File: src/sobel_nonmax_suppression_defines.svh
// Assertion helpers shared by the edge detector RTL.
`ifndef SOBEL_NONMAX_SUPPRESSION_DEFINES_SVH
`define SOBEL_NONMAX_SUPPRESSION_DEFINES_SVH

// Condition that must hold at every clock edge out of reset.
`define SNMS_ASSERT(label, clk, rst_n, expr) \
    label: assert property (@(posedge clk) disable iff (!rst_n) (expr)) \
        else $error("snms: invariant violated");

// Antecedent implies consequent in the same cycle.
`define SNMS_ASSERT_IMPL(label, clk, rst_n, ante, cons) \
    label: assert property (@(posedge clk) disable iff (!rst_n) (ante) |-> (cons)) \
        else $error("snms: implication violated");

// Antecedent implies consequent in the next cycle.
`define SNMS_ASSERT_NEXT(label, clk, rst_n, ante, cons) \
    label: assert property (@(posedge clk) disable iff (!rst_n) (ante) |=> (cons)) \
        else $error("snms: next-cycle check violated");

`endif

File: src/snms_pkg.sv
// ----------------------------------------------------------------------------
// snms_pkg
// Shared widths, codes, types and helpers of the Sobel / non-max block.
// ----------------------------------------------------------------------------
package snms_pkg;

    localparam int PIX_W       = 8;
    localparam int MAG_W       = 8;
    localparam int DIR_W       = 2;
    localparam int GRAD_W      = 11;           // signed Sobel sum, |g| <= 1020
    localparam int ABS_W       = GRAD_W - 1;
    localparam int SQ_W        = 2 * ABS_W + 1; // gx^2 + gy^2
    localparam int ROW_W       = 12;
    localparam int HGT_W       = 13;           // holds the frame height itself
    localparam int COL_OUT_W   = 11;
    localparam int WREG_W      = 12;
    localparam int HREG_W      = 13;
    localparam int CFG_W       = 13;
    localparam int CFG_IDX_W   = 2;
    localparam int HEIGHT_MAX  = 4096;
    localparam int WIDTH_RESET = 640;
    localparam int HEIGHT_RESET = 480;
    localparam int TAN_LOW     = 106;          // tan(22.5) * 256
    localparam int TAN_HIGH    = 618;          // tan(67.5) * 256

    // Register indexes of the configuration port
    localparam logic [CFG_IDX_W-1:0] CFG_IMAGE_WIDTH  = 2'd0;
    localparam logic [CFG_IDX_W-1:0] CFG_IMAGE_HEIGHT = 2'd1;

    // Direction bins
    localparam logic [DIR_W-1:0] DIR_0   = 2'd0;
    localparam logic [DIR_W-1:0] DIR_45  = 2'd1;
    localparam logic [DIR_W-1:0] DIR_90  = 2'd2;
    localparam logic [DIR_W-1:0] DIR_135 = 2'd3;

    // Pixel line entry: live flag (not a flush) and value
    typedef struct packed {
        logic             valid;
        logic [PIX_W-1:0] pix;
    } t_pix_cell;

    // Magnitude line entry
    typedef struct packed {
        logic             valid;
        logic [DIR_W-1:0] dir;
        logic [MAG_W-1:0] mag;
    } t_mag_cell;

    // Gradient record handed from the front to the back
    typedef struct packed {
        logic signed [GRAD_W-1:0] gx;
        logic signed [GRAD_W-1:0] gy;
        logic [ROW_W-1:0]         a_row;
        logic                     a_valid;
        logic                     b_epoch;
    } t_grad;

    // Row one raster line plus one pixel earlier, wrapping into the prior frame
    function automatic logic [ROW_W-1:0] back_row(input logic [ROW_W-1:0] row,
                                                  input logic [HGT_W-1:0] h,
                                                  input logic two);
        logic [HGT_W-1:0] r;
        logic [HGT_W-1:0] d;
        r = HGT_W'(row);
        d = two ? HGT_W'(2) : HGT_W'(1);
        if (r >= d) begin
            return ROW_W'(r - d);
        end
        return ROW_W'(r + h - d);
    endfunction

endpackage

File: src/snms_queue.sv
// ----------------------------------------------------------------------------
// snms_queue
// Small register FIFO between the gradient front and the suppression back.
// ----------------------------------------------------------------------------
`include "sobel_nonmax_suppression_defines.svh"

module snms_queue import snms_pkg::*; #(
    parameter int DEPTH  = 4,
    parameter int DATA_W = 32
) (
    input  logic              i_clk,
    input  logic              i_rst_n,
    input  logic              i_push,
    input  logic [DATA_W-1:0] i_data,
    output logic              o_full,
    input  logic              i_pop,
    output logic [DATA_W-1:0] o_data,
    output logic              o_empty
);

    localparam int PTR_W = (DEPTH > 1) ? $clog2(DEPTH) : 1;
    localparam int CNT_W = $clog2(DEPTH + 1);

    logic [DATA_W-1:0] r_buf [DEPTH];
    logic [PTR_W-1:0]  r_wr_ptr;
    logic [PTR_W-1:0]  r_rd_ptr;
    logic [CNT_W-1:0]  r_count;

    assign o_full  = (r_count == CNT_W'(DEPTH));
    assign o_empty = (r_count == '0);
    assign o_data  = r_buf[r_rd_ptr];

    // storage
    always_ff @(posedge i_clk) begin
        if (i_push) begin
            r_buf[r_wr_ptr] <= i_data;
        end
    end

    // pointers and fill level
    always_ff @(posedge i_clk) begin
        if (!i_rst_n) begin
            r_wr_ptr <= '0;
            r_rd_ptr <= '0;
            r_count  <= '0;
        end else begin
            if (i_push) begin
                r_wr_ptr <= (r_wr_ptr == PTR_W'(DEPTH - 1)) ? '0 : r_wr_ptr + 1'b1;
            end
            if (i_pop) begin
                r_rd_ptr <= (r_rd_ptr == PTR_W'(DEPTH - 1)) ? '0 : r_rd_ptr + 1'b1;
            end
            if (i_push && !i_pop) begin
                r_count <= r_count + 1'b1;
            end else if (i_pop && !i_push) begin
                r_count <= r_count - 1'b1;
            end
        end
    end

    `SNMS_ASSERT_IMPL(a_no_overflow, i_clk, i_rst_n, i_push, !o_full)
    `SNMS_ASSERT_IMPL(a_no_underflow, i_clk, i_rst_n, i_pop, !o_empty)
    `SNMS_ASSERT(a_count_range, i_clk, i_rst_n, r_count <= CNT_W'(DEPTH))
    `SNMS_ASSERT_NEXT(a_count_up, i_clk, i_rst_n, i_push && !i_pop, r_count == $past(r_count) + 1'b1)

endmodule

File: config.mk
export PLATFORM = sky130hd
export DESIGN_NAME = snms_queue
export DESIGN_NICKNAME = d
export VERILOG_FILES = /design/src/snms_pkg.sv /design/src/snms_queue.sv
export VERILOG_INCLUDE_DIRS = /design/src /design/src/src
export SDC_FILE = /design/constraint.sdc
export NUM_CORES = 1
export LEC_CHECK = 0
export ABC_AREA = 1
export BUFFER_PORTS_ARGS = -buffer_cell sky130_fd_sc_hd__buf_2
export CAP_MARGIN = 5
export CORE_MARGIN = 2
export CORE_UTILIZATION = 64
export CTS_BUF_LIST = sky130_fd_sc_hd__clkbuf_4
export DETAILED_ROUTE_END_ITERATION = 10
export PLACE_DENSITY = 0.87
export SLEW_MARGIN = 10
export SYNTH_ARGS = -nofsm -noshare
export SYNTH_HDL_FRONTEND = slang
export SYNTH_SLANG_ARGS = --single-unit
File: constraint.sdc
create_clock -name i_clk -period 4.4 [get_ports i_clk]
set_input_delay 0.88 -clock i_clk [delete_from_list [all_inputs] [get_ports i_clk]]
set_output_delay 0.88 -clock i_clk [all_outputs]
set_load 0.005 [all_outputs]
# Word-level counts from Yosys, hierarchy flattened
# Memory sizes are Yosys's and may differ from the RTL's. A register that Yosys moved wholly into a read port is not among the register bits.
# Index checks and enable logic that the tools add are counted.
[word_totals]
reg_bits = 7
word_cells = 25
ram_bits = 128
out_inout_bits = 34
in_bits = 36
n_memories = 1
[op_classes]
muxes = 8
add_sub_neg = 4
n_reduce_logical = 6
n_eq_ne = 3
[mem_list]
columns = ["memory", "words", "word_bits", "rd", "rd_ports_with_merged_regs", "write_ports", "line_no", "text"]
rows = [
  ["r_buf", 4, 32, 1, 1, 1, "snms_queue.sv:24", "logic [DATA_W-1:0] r_buf [DEPTH];"],
]
[ops]
columns = ["cell", "n"]
rows = [
  ["two-way mux 2 bit", 4],
  ["two-way mux 3 bit", 2],
  ["adder 2 x 1 -> 2 bit, second input constant", 2],
  ["== test 2 bit, second input constant", 2],
  ["adder 3 x 1 -> 3 bit, second input constant", 1],
  ["== test 3 bit, second input constant", 1],
  ["zero test 3 bit", 1],
  ["subtractor 3 x 1 -> 3 bit, second input constant", 1],
  ["logical AND 1 bit", 2],
  ["zero test 1 bit", 2],
  ["two-way mux 1 bit", 2],
  ["nonzero test 2 bit", 1],
]

# Depth between registers and ports, before layout
# Gate-level depths: netlist of the first run.
[logic_depth]
depth_word = 4
depth_mapped = 10
depth_no_buf = 10

# Worst setup path before layout of the first run
# OpenSTA, ideal clock, no wires.
[synth_path]
kind = "input to register"
start = "input i_push"
end = "memory r_buf[3][0], enable pin"
arrival_time_ns = 1.549
stages = 2
setup_ns = 0.387
required_time_ns = 4.013
slack_ns = 2.464
n_path_buf = 0
path_cell_list = "nand2_1 > inv_1"
[synth_between]
elab_chain_cells = 2
[synth_lines]
columns = ["element", "line_no", "text"]
rows = [
  ["start: declaration", "snms_queue.sv:13", "input logic i_push,"],
  ["two-way mux 1 bit", "snms_queue.sv:35", "if (i_push) begin"],
  ["two-way mux 1 bit (not written as such)", "snms_queue.sv:36", "r_buf[r_wr_ptr] <= i_data;"],
  ["end: declaration", "snms_queue.sv:24", ""],
]
# No other way between the ends.

==> results of run 1 <==
==> cells by family (layout without fill, tap and decap cells) <==
kind of cell | count (synthesis) | count (layout) | synth area share
XOR/XNOR | 1 | 1 | 0.00167
adder cells (fa/ha/maj) | 7 | 7 | 0.0182
AO/OA/AOI/OAI | 102 | 102 | 0.105
buffers and inverters | 35 | 123 | 0.0430
AND/OR/NAND/NOR | 86 | 86 | 0.0633
flip-flops | 137 | 137 | 0.769
==> critical path: stages, from the launching register on <==
cell     delay (ns)
dfxtp_2        0.60
buf_4          0.47
o21ai_0        0.18
o22ai_1        0.27
buf_2          0.17
==> stage by stage <==
step / utilization / hold slack [ns] / worst slack, ns
after detailed placement: 0.717 / 0.535 / 1.89
after CTS: 0.757 / 0.549 / 1.32
after global placement: 0.717 / 0.501 / 1.96
after floorplan: - / 0.490 / 2.46
after global routing: 0.757 / 0.533 / 1.18
final: 0.757 / 0.548 / 1.31
==> path summary, 6_finish.rpt <==
kind	startpoint	end	slack (ns)	cells past startpoint
max	flip-flop	o_data[13]	1.31	4
min	r_rd_ptr[0]$_SDFFE_PN0P_	flip-flop	0.55	2
max reg2reg	r_wr_ptr[0]$_SDFFE_PN0P_	r_buf[0][30]$_DFFE_PP_	2.33	5
min reg2reg	r_rd_ptr[0]$_SDFFE_PN0P_	flip-flop	0.55	2
==> state kept, by name, summed over array words and instances, names as in the netlist, named ones only <==
register and cells:
r_count 3, r_wr_ptr 2, r_buf 128, r_rd_ptr 2
==> report_power, final <==
part	internal (mW)	total (mW)	switching (mW)
Sequential	1.48	1.51	0.0247
Clock	0.451	0.877	0.426
Combinational	0.0953	0.257	0.161
Total	2.03	2.64	0.612
==> layer usage <==
metal | GRT usage | part of all wire
met5 | 0 | 0
met1 | 0.306 | 0.40
met3 | 0.0670 | 0.068
met4 | 0.109 | 0.016
met2 | 0.402 | 0.52
==> area by class of cell <==
class | count | area [um2] | area share
Tap cell | 102 | 128 | 0.0216
Timing Repair Buffer | 75 | 390 | 0.0660
Multi-Input combinational cell | 196 | 986 | 0.167
Clock inverter | 14 | 180 | 0.0305
Sequential cell | 137 | 4030 | 0.681
Clock buffer | 18 | 135 | 0.0229
Inverter | 16 | 67.6 | 0.0114
==> cell usage in the layout, fill, tap and decap left out, drive strengths merged <==
| master | synthesis | layout |
|---|---|---|
| nand3 | 1 | 1 |
| inv | 16 | 16 |
| fa | 1 | 1 |
| dfxtp | 9 | 9 |
| o21ai | 67 | 67 |
| nand2 | 8 | 8 |
| o22ai | 32 | 32 |
| edfxtp | 128 | 128 |
| a21oi | 3 | 3 |
| nand4 | 1 | 1 |
| clkinvlp | 0 | 2 |
| buf | 18 | 75 |
| clkinv | 0 | 8 |
| xor2 | 1 | 1 |
| bufinv | 0 | 4 |
| ha | 6 | 6 |
| nor3 | 4 | 4 |
| nor2 | 72 | 72 |
| clkbuf | 1 | 18 |
==> run metrics, run 1 <==
run status=finished, final reports clean; total track usage=0.244; Hold Crit Class=flip-flop to flip-flop; Leakage Power=around 2.2 nW; power per cell area=between 400 and 500 nW/um2; # hold bufs at CTS=0; Clock Pin Slew Worst Setup and Hold Paths=approximately 0.1 ns; WP data arrival=2.21 ns; Top FF cell, synth=edfxtp_1; Clk Latency, worst-skew pair=around 0.50 ns; number of enable flip-flop cells after synthesis=128; HPWL after DPL=just over 6000 um; worst-path fanout max=46; RSZ-0062 raised after global routing=false; final period utilization=0.702; # rows=32; top cell type's share of synthesized area=0.734; die height=about 94 um; ranking of synthesized cells by area=edfxtp_1 (73%), nor2_1 (5.2%), o22ai_1 (3.8%); Final nets=approximately 490; drt via density=5.73; Iteration-0 DRC Markers=between 200 and 300; DRC=0; Initial Util=0.671; Avg Cell Area, Syn=14.2 um2; # port buffers=69; number of distinct library cells after synthesis=21; non-filler cells, final=558; Tot Pwr=2.64 mW; Post-Syn Instances=368; post-CTS sizing=0; endpoint class of the critical path=output port; startpoint types=flip-flop; Die ar.=8920 um2; routed wire length=between 9000 and 10000 um; Layout area overhead=12.9%; Finished Cell Area=just under 6000 um2; Worst Setup Path Type=flip-flop to output port; CTS Buf Count=17; WP data required=between 3 and 4 ns; max-slew violations=0; clk sinks=around 140; sequential share of the synthesized area=0.769; crit path time final=roughly 3.1 ns; Post-CTS Setup Inserts=0; post-detailed-route count of antenna-violating nets=0; Post-synth ARST share=0; GR Overflow Total=0; CTS root buf=clkbuf_4; Final GP Congestion=around 0.7; Setup Viol. Count Final=0; Syn. warnings=0; vias=3200; I/O pin cnt=70; setup tns final=0 ns; max-cap check violation count=0; CTS tree=yes; Layout Skew=0.00912 ns; Cell Area, Placed=roughly 5600 um2; vias in the first global route=~3300; Ant. Diodes=0; placed cells=approximately 530; Yosys reg bits=between 100 and 150; top-count cell post-synth=edfxtp_1; largest net degree at the start of global routing=between 60 and 70; clock tree buffer depth=2; Die X=roughly 94 um; per-cell routed wire length=17.9 um; most frequent cells after synthesis=edfxtp_1 (128), nor2_1 (72), o21ai_0 (39); Max Clock Freq=324 MHz; post-synth top area cell=edfxtp_1; Pre-antenna DRT Iters=4; Net Count, Synth=411; filler cell count in the final layout=between 400 and 500; VDD IR max=about 310 uV; layout cells sized above 1=0.237; Mapped Area=5240 um2; slew margin rel.=0.282; initial antenna violation count=0; first-pass GRT wire length=about 16000 um; Worst-Margin Slew=roughly 1.1 ns; htree depth=4; Hold Fails Final Rpt=0; core outline area=7810 um2
No activity file was read; power rests on OpenSTA's default activity.
==> run 2: changes to the inputs <==
- ABC_AREA: 1 -> 0
- CORE_UTILIZATION: 64 -> 59
- PLACE_DENSITY: 0.87 -> 0.82
- clock period: 4.4 -> 3 ns (I/O delays scaled with it)
==> run 2 against run 1 <==
Against the previous run: utilization shrank 5.8 points; register-to-register slack got worse by 1.0 ns; non-clock buffer count decreased by 4; first-iteration DRC count fell by 63%; largest power group unchanged.
==> run metrics, run 2 <==
reg2reg end=r_buf[0][18]$_DFFE_PP_ (was r_buf[0][30]$_DFFE_PP_); core outline area=8300 um2 (was 7810 um2); Top reg by flops=r_buf (unchanged); crit-path max cell delay=0.89 ns (was 0.60 ns); WP data arrival=1.98 ns (was 2.21 ns); Layout Skew=0.00906 ns (was 0.00912 ns); Ant. Diodes=0 (unchanged); Worst-Margin Slew=0.878 ns (was 1.08 ns); clk sinks=137 (unchanged); # rows=33 (was 32); Mapped Area=5120 um2 (was 5240 um2); Post-synth ARST share=0 (unchanged); run status=finished, final reports clean (unchanged); # hold bufs at CTS=0 (unchanged); ranking of synthesized cells by area=edfxtp_1 (75%), mux4_2 (13%), dfxtp_1 (3.5%) (was edfxtp_1 (73%), nor2_1 (5.2%), o22ai_1 (3.8%)); clock tree buffer depth=2 (unchanged); Initial Util=0.616 (was 0.671); Multi-input gate area=996 um2 (was 986 um2); I/O pin cnt=70 (unchanged); initial antenna violation count=0 (unchanged); number of enable flip-flop cells after synthesis=128 (unchanged); crit path time final=2.58 ns; Iteration-0 DRC Markers=108 (was 295); top flop regs=r_buf x128, r_count x3 (unchanged); max-slew violations=0 (unchanged); storage element area=4030 um2 (about the same); commonest non-fill, non-tap cell in the layout=edfxtp_1 (unchanged); first-pass GRT wire length=12500 um (was 15900 um); Net Count, Synth=254 (was 411); setup tns final=0 ns (unchanged); CP bufs+invs=1 (was 2); Syn. warnings=0 (unchanged); sequential share of the synthesized area=0.787 (was 0.769); power per cell area=639 nW/um2 (was 447 nW/um2); final period utilization=0.861; post-synth top area cell=edfxtp_1 (unchanged); worst hold path depth=1 (was 2); Final GP Congestion=0.694 (was 0.696); final setup margin=0.418 ns (was 1.31 ns); Leakage Power=2.00 nW (was 2.17 nW); VDD IR max=380 uV (was 314 uV); Die X=97.1 um (was 94.4 um); HPWL after DPL=4750 um (was 6050 um); utilization after layout=0.699 (was 0.757); Worst Setup Path Type=flip-flop to output port (unchanged); routed wire length=8080 um (was 9990 um); Layout area overhead=13.4% (was 12.9%); top cell type's share of synthesized area=0.751 (was 0.734); Max Clock Freq=between 300 and 400 MHz; GR Overflow Total=0 (unchanged); htree depth=4 (unchanged); filler cell count in the final layout=516 (was 493); slew margin rel.=0.415 (was 0.282); slowest CP cell=dfxtp_2 (unchanged); drt via density=5.59 (was 5.73); layout cells sized above 1=0.431 (was 0.237); Cell Area, Placed=5530 um2 (was 5600 um2); Setup Viol. Count Final=0 (unchanged); Finished Cell Area=5800 um2 (was 5910 um2); Top FF cell, synth=edfxtp_1 (unchanged); Post-Syn Instances=211 (was 368); max reg flops=128 (unchanged); RSZ-0062 raised after global routing=false (unchanged); Yosys reg bits=137 (unchanged); Clock Pin Slew Worst Setup and Hold Paths=0.12 ns (was 0.10 ns); hold worst-path end=r_buf[0][0]$_DFFE_PP_; # port buffers=69 (unchanged); cell count of the worst reg-to-reg path=3 (was 5); WP data required=2.40 ns (was 3.52 ns); vias=2299 (was 3200); CTS tree=yes (unchanged); die height=97.1 um (was 94.4 um); CP Cell Sequence=mux4_2, buf_2 (was buf_4, o21ai_0, o22ai_1, buf_2); Clk Latency, worst-skew pair=0.51 ns (was 0.50 ns); startpoint types=flip-flop (unchanged); number of distinct library cells after synthesis=22 (was 21); reg2reg setup slack=1.30 ns (was 2.33 ns); Setup Slack @ Placement=0.884 ns (was 1.89 ns); Hold Fails Final Rpt=0 (unchanged); CTS root buf=clkbuf_4 (unchanged); top-count cell post-synth=edfxtp_1 (unchanged); Die ar.=9430 um2 (was 8920 um2); DRC=0 (unchanged); RR Startpoint=r_wr_ptr[0]$_SDFFE_PN0P_ (unchanged); Avg Cell Area, Syn=24.2 um2 (was 14.2 um2); vias in the first global route=2364 (was 3278); total track usage=0.185 (was 0.244); post-detailed-route count of antenna-violating nets=0 (unchanged); max-cap check violation count=0 (unchanged); Worst path top cell family by delay=flip-flops (was buffers and inverters); CTS Buf Count=17 (unchanged); post-CTS sizing=0 (unchanged); commonest non-fill, non-tap cells in the layout=edfxtp_1 (128), buf_2 (69), mux4_2 (30) (was edfxtp_1 (128), nor2_1 (72), buf_2 (69)); Hold Crit Class=input pin to flip-flop (was flip-flop to flip-flop); Pre-antenna DRT Iters=5 (was 4); worst-path fanout max=32 (was 46); largest net degree at the start of global routing=33 (was 65); Fin Hold WS=0.304 ns (was 0.548 ns); Post-CTS Setup Inserts=0 (unchanged); most frequent cells after synthesis=edfxtp_1 (128), mux4_2 (30), dfxtp_1 (9) (was edfxtp_1 (128), nor2_1 (72), o21ai_0 (39)); per-cell routed wire length=19.7 um (was 17.9 um); Final nets=337 (was 486); endpoint class of the critical path=output port (unchanged); Hold Path Origin=i_data[0] (was r_rd_ptr[0]$_SDFFE_PN0P_)
-- run 2: cell types whose count changed after synthesis, sizes merged, moves of 5 or more --
cell,before,now
buf,18,7
nor2,72,1
nor2b,0,5
and2,0,5
inv,16,4
o22ai,32,0
nand2,8,0
mux4,0,32
o21ai,67,1
-- run 2: per-stage QoR --
stage          power (mW)  cells
6_report             3.70    411
5_1_grt              3.85    411
4_1_cts              3.74    411
3_5_place_dp         2.60    380
3_3_place_gp         2.58    380
2_1_floorplan        2.46    211
-- run 2: power breakdown --
part	switching [mW]	internal (mW)	total [mW]
Clock	0.595	0.562	1.16
Sequential	0.0420	2.18	2.23
Combinational	0.154	0.168	0.322
Total	0.791	2.91	3.70
-- run 2: routing by layer --
| metal | GRT usage | routed length, um | vias to the layer above |
|---|---|---|---|
| li1 | - | - | 1051 |
| met1 | 0.234 | 3400 | 1164 |
| met2 | 0.295 | 4140 | 75 |
| met3 | 0.0691 | 445 | 9 |
| met4 | 0.0683 | 91 | 0 |
| met5 | 0 | 0 | - |
-- run 2: cell type report --
type	count	share of cell area
clock buffers	18	0.0233
inverters	4	0.00259
clock inverters	13	0.0233
repair buffers	71	0.0621
flip-flops and latches	137	0.694
well taps	105	0.0227
multi-input cells	63	0.172
-- run 2: kinds of logic after synthesis --
| kind of cell | count (synthesis) | synth area share |
|---|---|---|
| xor gates and xnor gates | 2 | 0.00342 |
| muxes | 36 | 0.150 |
| DFF | 137 | 0.787 |
| and+or+nand+nor | 15 | 0.0176 |
| adders and majority gates | 7 | 0.0186 |
| buffers and inverters | 11 | 0.0198 |
| AOI/OAI and AO/OA | 3 | 0.00391 |
-- run 2: worst max-delay path by stage --
stage / to / slack, ns / depth (start not counted) / from
floorplan: r_count[2]$_SDFFE_PN0P_ / 1.12 / 7 / i_pop
global placement: o_data[7] / 0.93 / 2 / flip-flop
detailed placement: r_count[2]$_SDFFE_PN0P_ / 0.88 / 8 / i_pop
CTS: o_data[16] / 0.34 / 2 / flip-flop
global route: o_data[23] / 0.27 / 2 / flip-flop
finish: o_data[16] / 0.42 / 2 / flip-flop
==> run 3: changes to the inputs <==
- clock period: 3 -> 2.4 ns (I/O delays scaled with it)
==> run 3 against run 2 <==
Against the previous run: sequential power increased by 24%; utilization grew 2.1 points; non-clock buffer count up 8; setup slack worse by 0.29 ns; largest cell class unchanged; highest routed layer unchanged.
==> run metrics, run 3 (same netlist as run 2, synthesis figures left out) <==
per-cell routed wire length=19.5 um (was 19.7 um); DRC=0 (unchanged); Hold Crit Class=input pin to flip-flop (unchanged); worst-path fanout max=12 (was 32); Max Clock Freq=around 440 MHz; clock tree buffer depth=2 (unchanged); Clock Pin Slew Worst Setup and Hold Paths=0.12 ns (about the same); CTS Buf Count=17 (unchanged); Layout area overhead=16.8% (was 13.4%); cell count of the worst reg-to-reg path=3 (unchanged); endpoint class of the critical path=output port (unchanged); Leakage Power=2.09 nW (was 2.00 nW); first-pass GRT wire length=12900 um (was 12500 um); VDD IR max=354 uV (was 380 uV); WP data required=1.92 ns (was 2.40 ns); initial antenna violation count=0 (unchanged); I/O pin cnt=70 (unchanged); RSZ-0062 raised after global routing=false (unchanged); clk sinks=137 (unchanged); total track usage=0.189 (was 0.185); HPWL after DPL=5160 um (was 4750 um); CTS root buf=clkbuf_4 (unchanged); Pre-antenna DRT Iters=4 (was 5); utilization after layout=0.720 (was 0.699); Int Pwr=3.74 mW (was 2.91 mW); die height=97.1 um (unchanged); Iteration-0 DRC Markers=97 (was 108); startpoint types=flip-flop (unchanged); commonest non-fill, non-tap cell in the layout=edfxtp_1 (unchanged); Worst-Margin Slew=0.432 ns (was 0.878 ns); post-detailed-route count of antenna-violating nets=0 (unchanged); slew margin rel.=0.712 (was 0.415); # port buffers=69 (unchanged); Top reg by flops=r_buf (unchanged); Layout Skew=0.0211 ns (was 0.00906 ns); vias in the first global route=2457 (was 2364); clock power share=0.319 (was 0.312); setup tns final=0 ns (unchanged); layout cells sized above 1=0.460 (was 0.431); Cell Area, Placed=5660 um2 (was 5530 um2); WP data arrival=1.80 ns (was 1.98 ns); combinational power share=0.094 (was 0.087); top flop regs=r_buf x128, r_count x3 (unchanged); Die ar.=9430 um2 (unchanged); final period utilization=0.948; Tot Pwr=4.73 mW (was 3.70 mW); Worst Setup Path Type=flip-flop to output port (unchanged); routed wire length=8200 um (was 8080 um); Fin Hold WS=0.171 ns (was 0.304 ns); largest net degree at the start of global routing=25 (was 33); Finished Cell Area=5980 um2 (was 5800 um2); CTS tree=yes (unchanged); Setup Viol. Count Final=0 (unchanged); Seq pwr share=0.587 (was 0.601); run status=finished, final reports clean (unchanged); Clk Latency, worst-skew pair=0.51 ns (about the same); Ant. Diodes=0 (unchanged); Die X=97.1 um (unchanged); # rows=33 (unchanged); Hold Fails Final Rpt=0 (unchanged); max-slew violations=0 (unchanged); core outline area=8300 um2 (unchanged); vias=2349 (was 2299); Post-CTS Setup Inserts=0 (unchanged); power per cell area=791 nW/um2 (was 639 nW/um2); drt via density=5.59 (about the same); Psw=0.987 mW (was 0.791 mW); crit path time final=2.28 ns; max reg flops=128 (unchanged); max-cap check violation count=0 (unchanged); commonest non-fill, non-tap cells in the layout=edfxtp_1 (128), buf_2 (69), mux4_2 (30) (unchanged); Final GP Congestion=0.697 (was 0.694); Final nets=345 (was 337); Initial Util=0.616 (unchanged); htree depth=4 (unchanged); GR Overflow Total=0 (unchanged); Sw Ratio=0.209 (was 0.214); worst hold path depth=1 (unchanged)
[run 3: cell types whose count changed in the layout (fill, tap and decap cells not counted), sizes merged]
cell	before	now
clkbuf	18	23
buf	71	78
clkinv	9	6
clkinvlp	1	0
inv	4	5
[run 3: cell type report]
type	count	area [um2]
Sequential cell	137	4030
Fill cell	512	2320
Multi-Input combinational cell	63	996
Timing Repair Buffer	79	513
Clock buffer	22	165
Tap cell	105	131
Clock inverter	10	128
Inverter	4	15.0
[run 3: per-stage QoR]
step	std cells	worst slack, ns
after floorplan	211	0.641
after global placement	387	0.471
after detailed placement	387	0.374
after CTS	419	0.0203
after global routing	420	0.00430
final	420	0.124
[run 3: power by group through the flow]
stage	registers [mW]	clock network (mW)	logic, mW
2_1_floorplan	2.81	0	0.262
3_3_place_gp	2.82	0	0.438
3_5_place_dp	2.83	0	0.448
4_1_cts	2.77	1.54	0.450
5_1_grt	2.78	1.65	0.485
6_report	2.77	1.51	0.445
[run 3: path summary, 6_finish.rpt]
check	start	end	slack, ns
worst max-delay path	flip-flop	o_data[27]	0.12
worst min-delay path	i_data[14]	r_buf[1][14]$_DFFE_PP_	0.17
worst max register to register	r_wr_ptr[0]$_SDFFE_PN0P_	r_buf[3][16]$_DFFE_PP_	0.81
worst min register to register	r_count[2]$_SDFFE_PN0P_	r_count[2]$_SDFFE_PN0P_	0.54
[run 3: routing by layer]
metal | share of wire | global-route usage
met1 | 0.41 | 0.233
met2 | 0.53 | 0.314
met3 | 0.047 | 0.0590
met4 | 0.015 | 0.0780
met5 | 0 | 0
[run 3: critical path: stages, from the launching register on]
cell,delay (ns)
dfxtp_4,0.42
buf_12,0.17
mux4_2,0.53
buf_2,0.15
[run 3: timing repair]
action                                  in CTS  in global routing
endpoints found under the setup margin       0                  3
resized for setup                            0                  1
hold buffers                                 0                  0
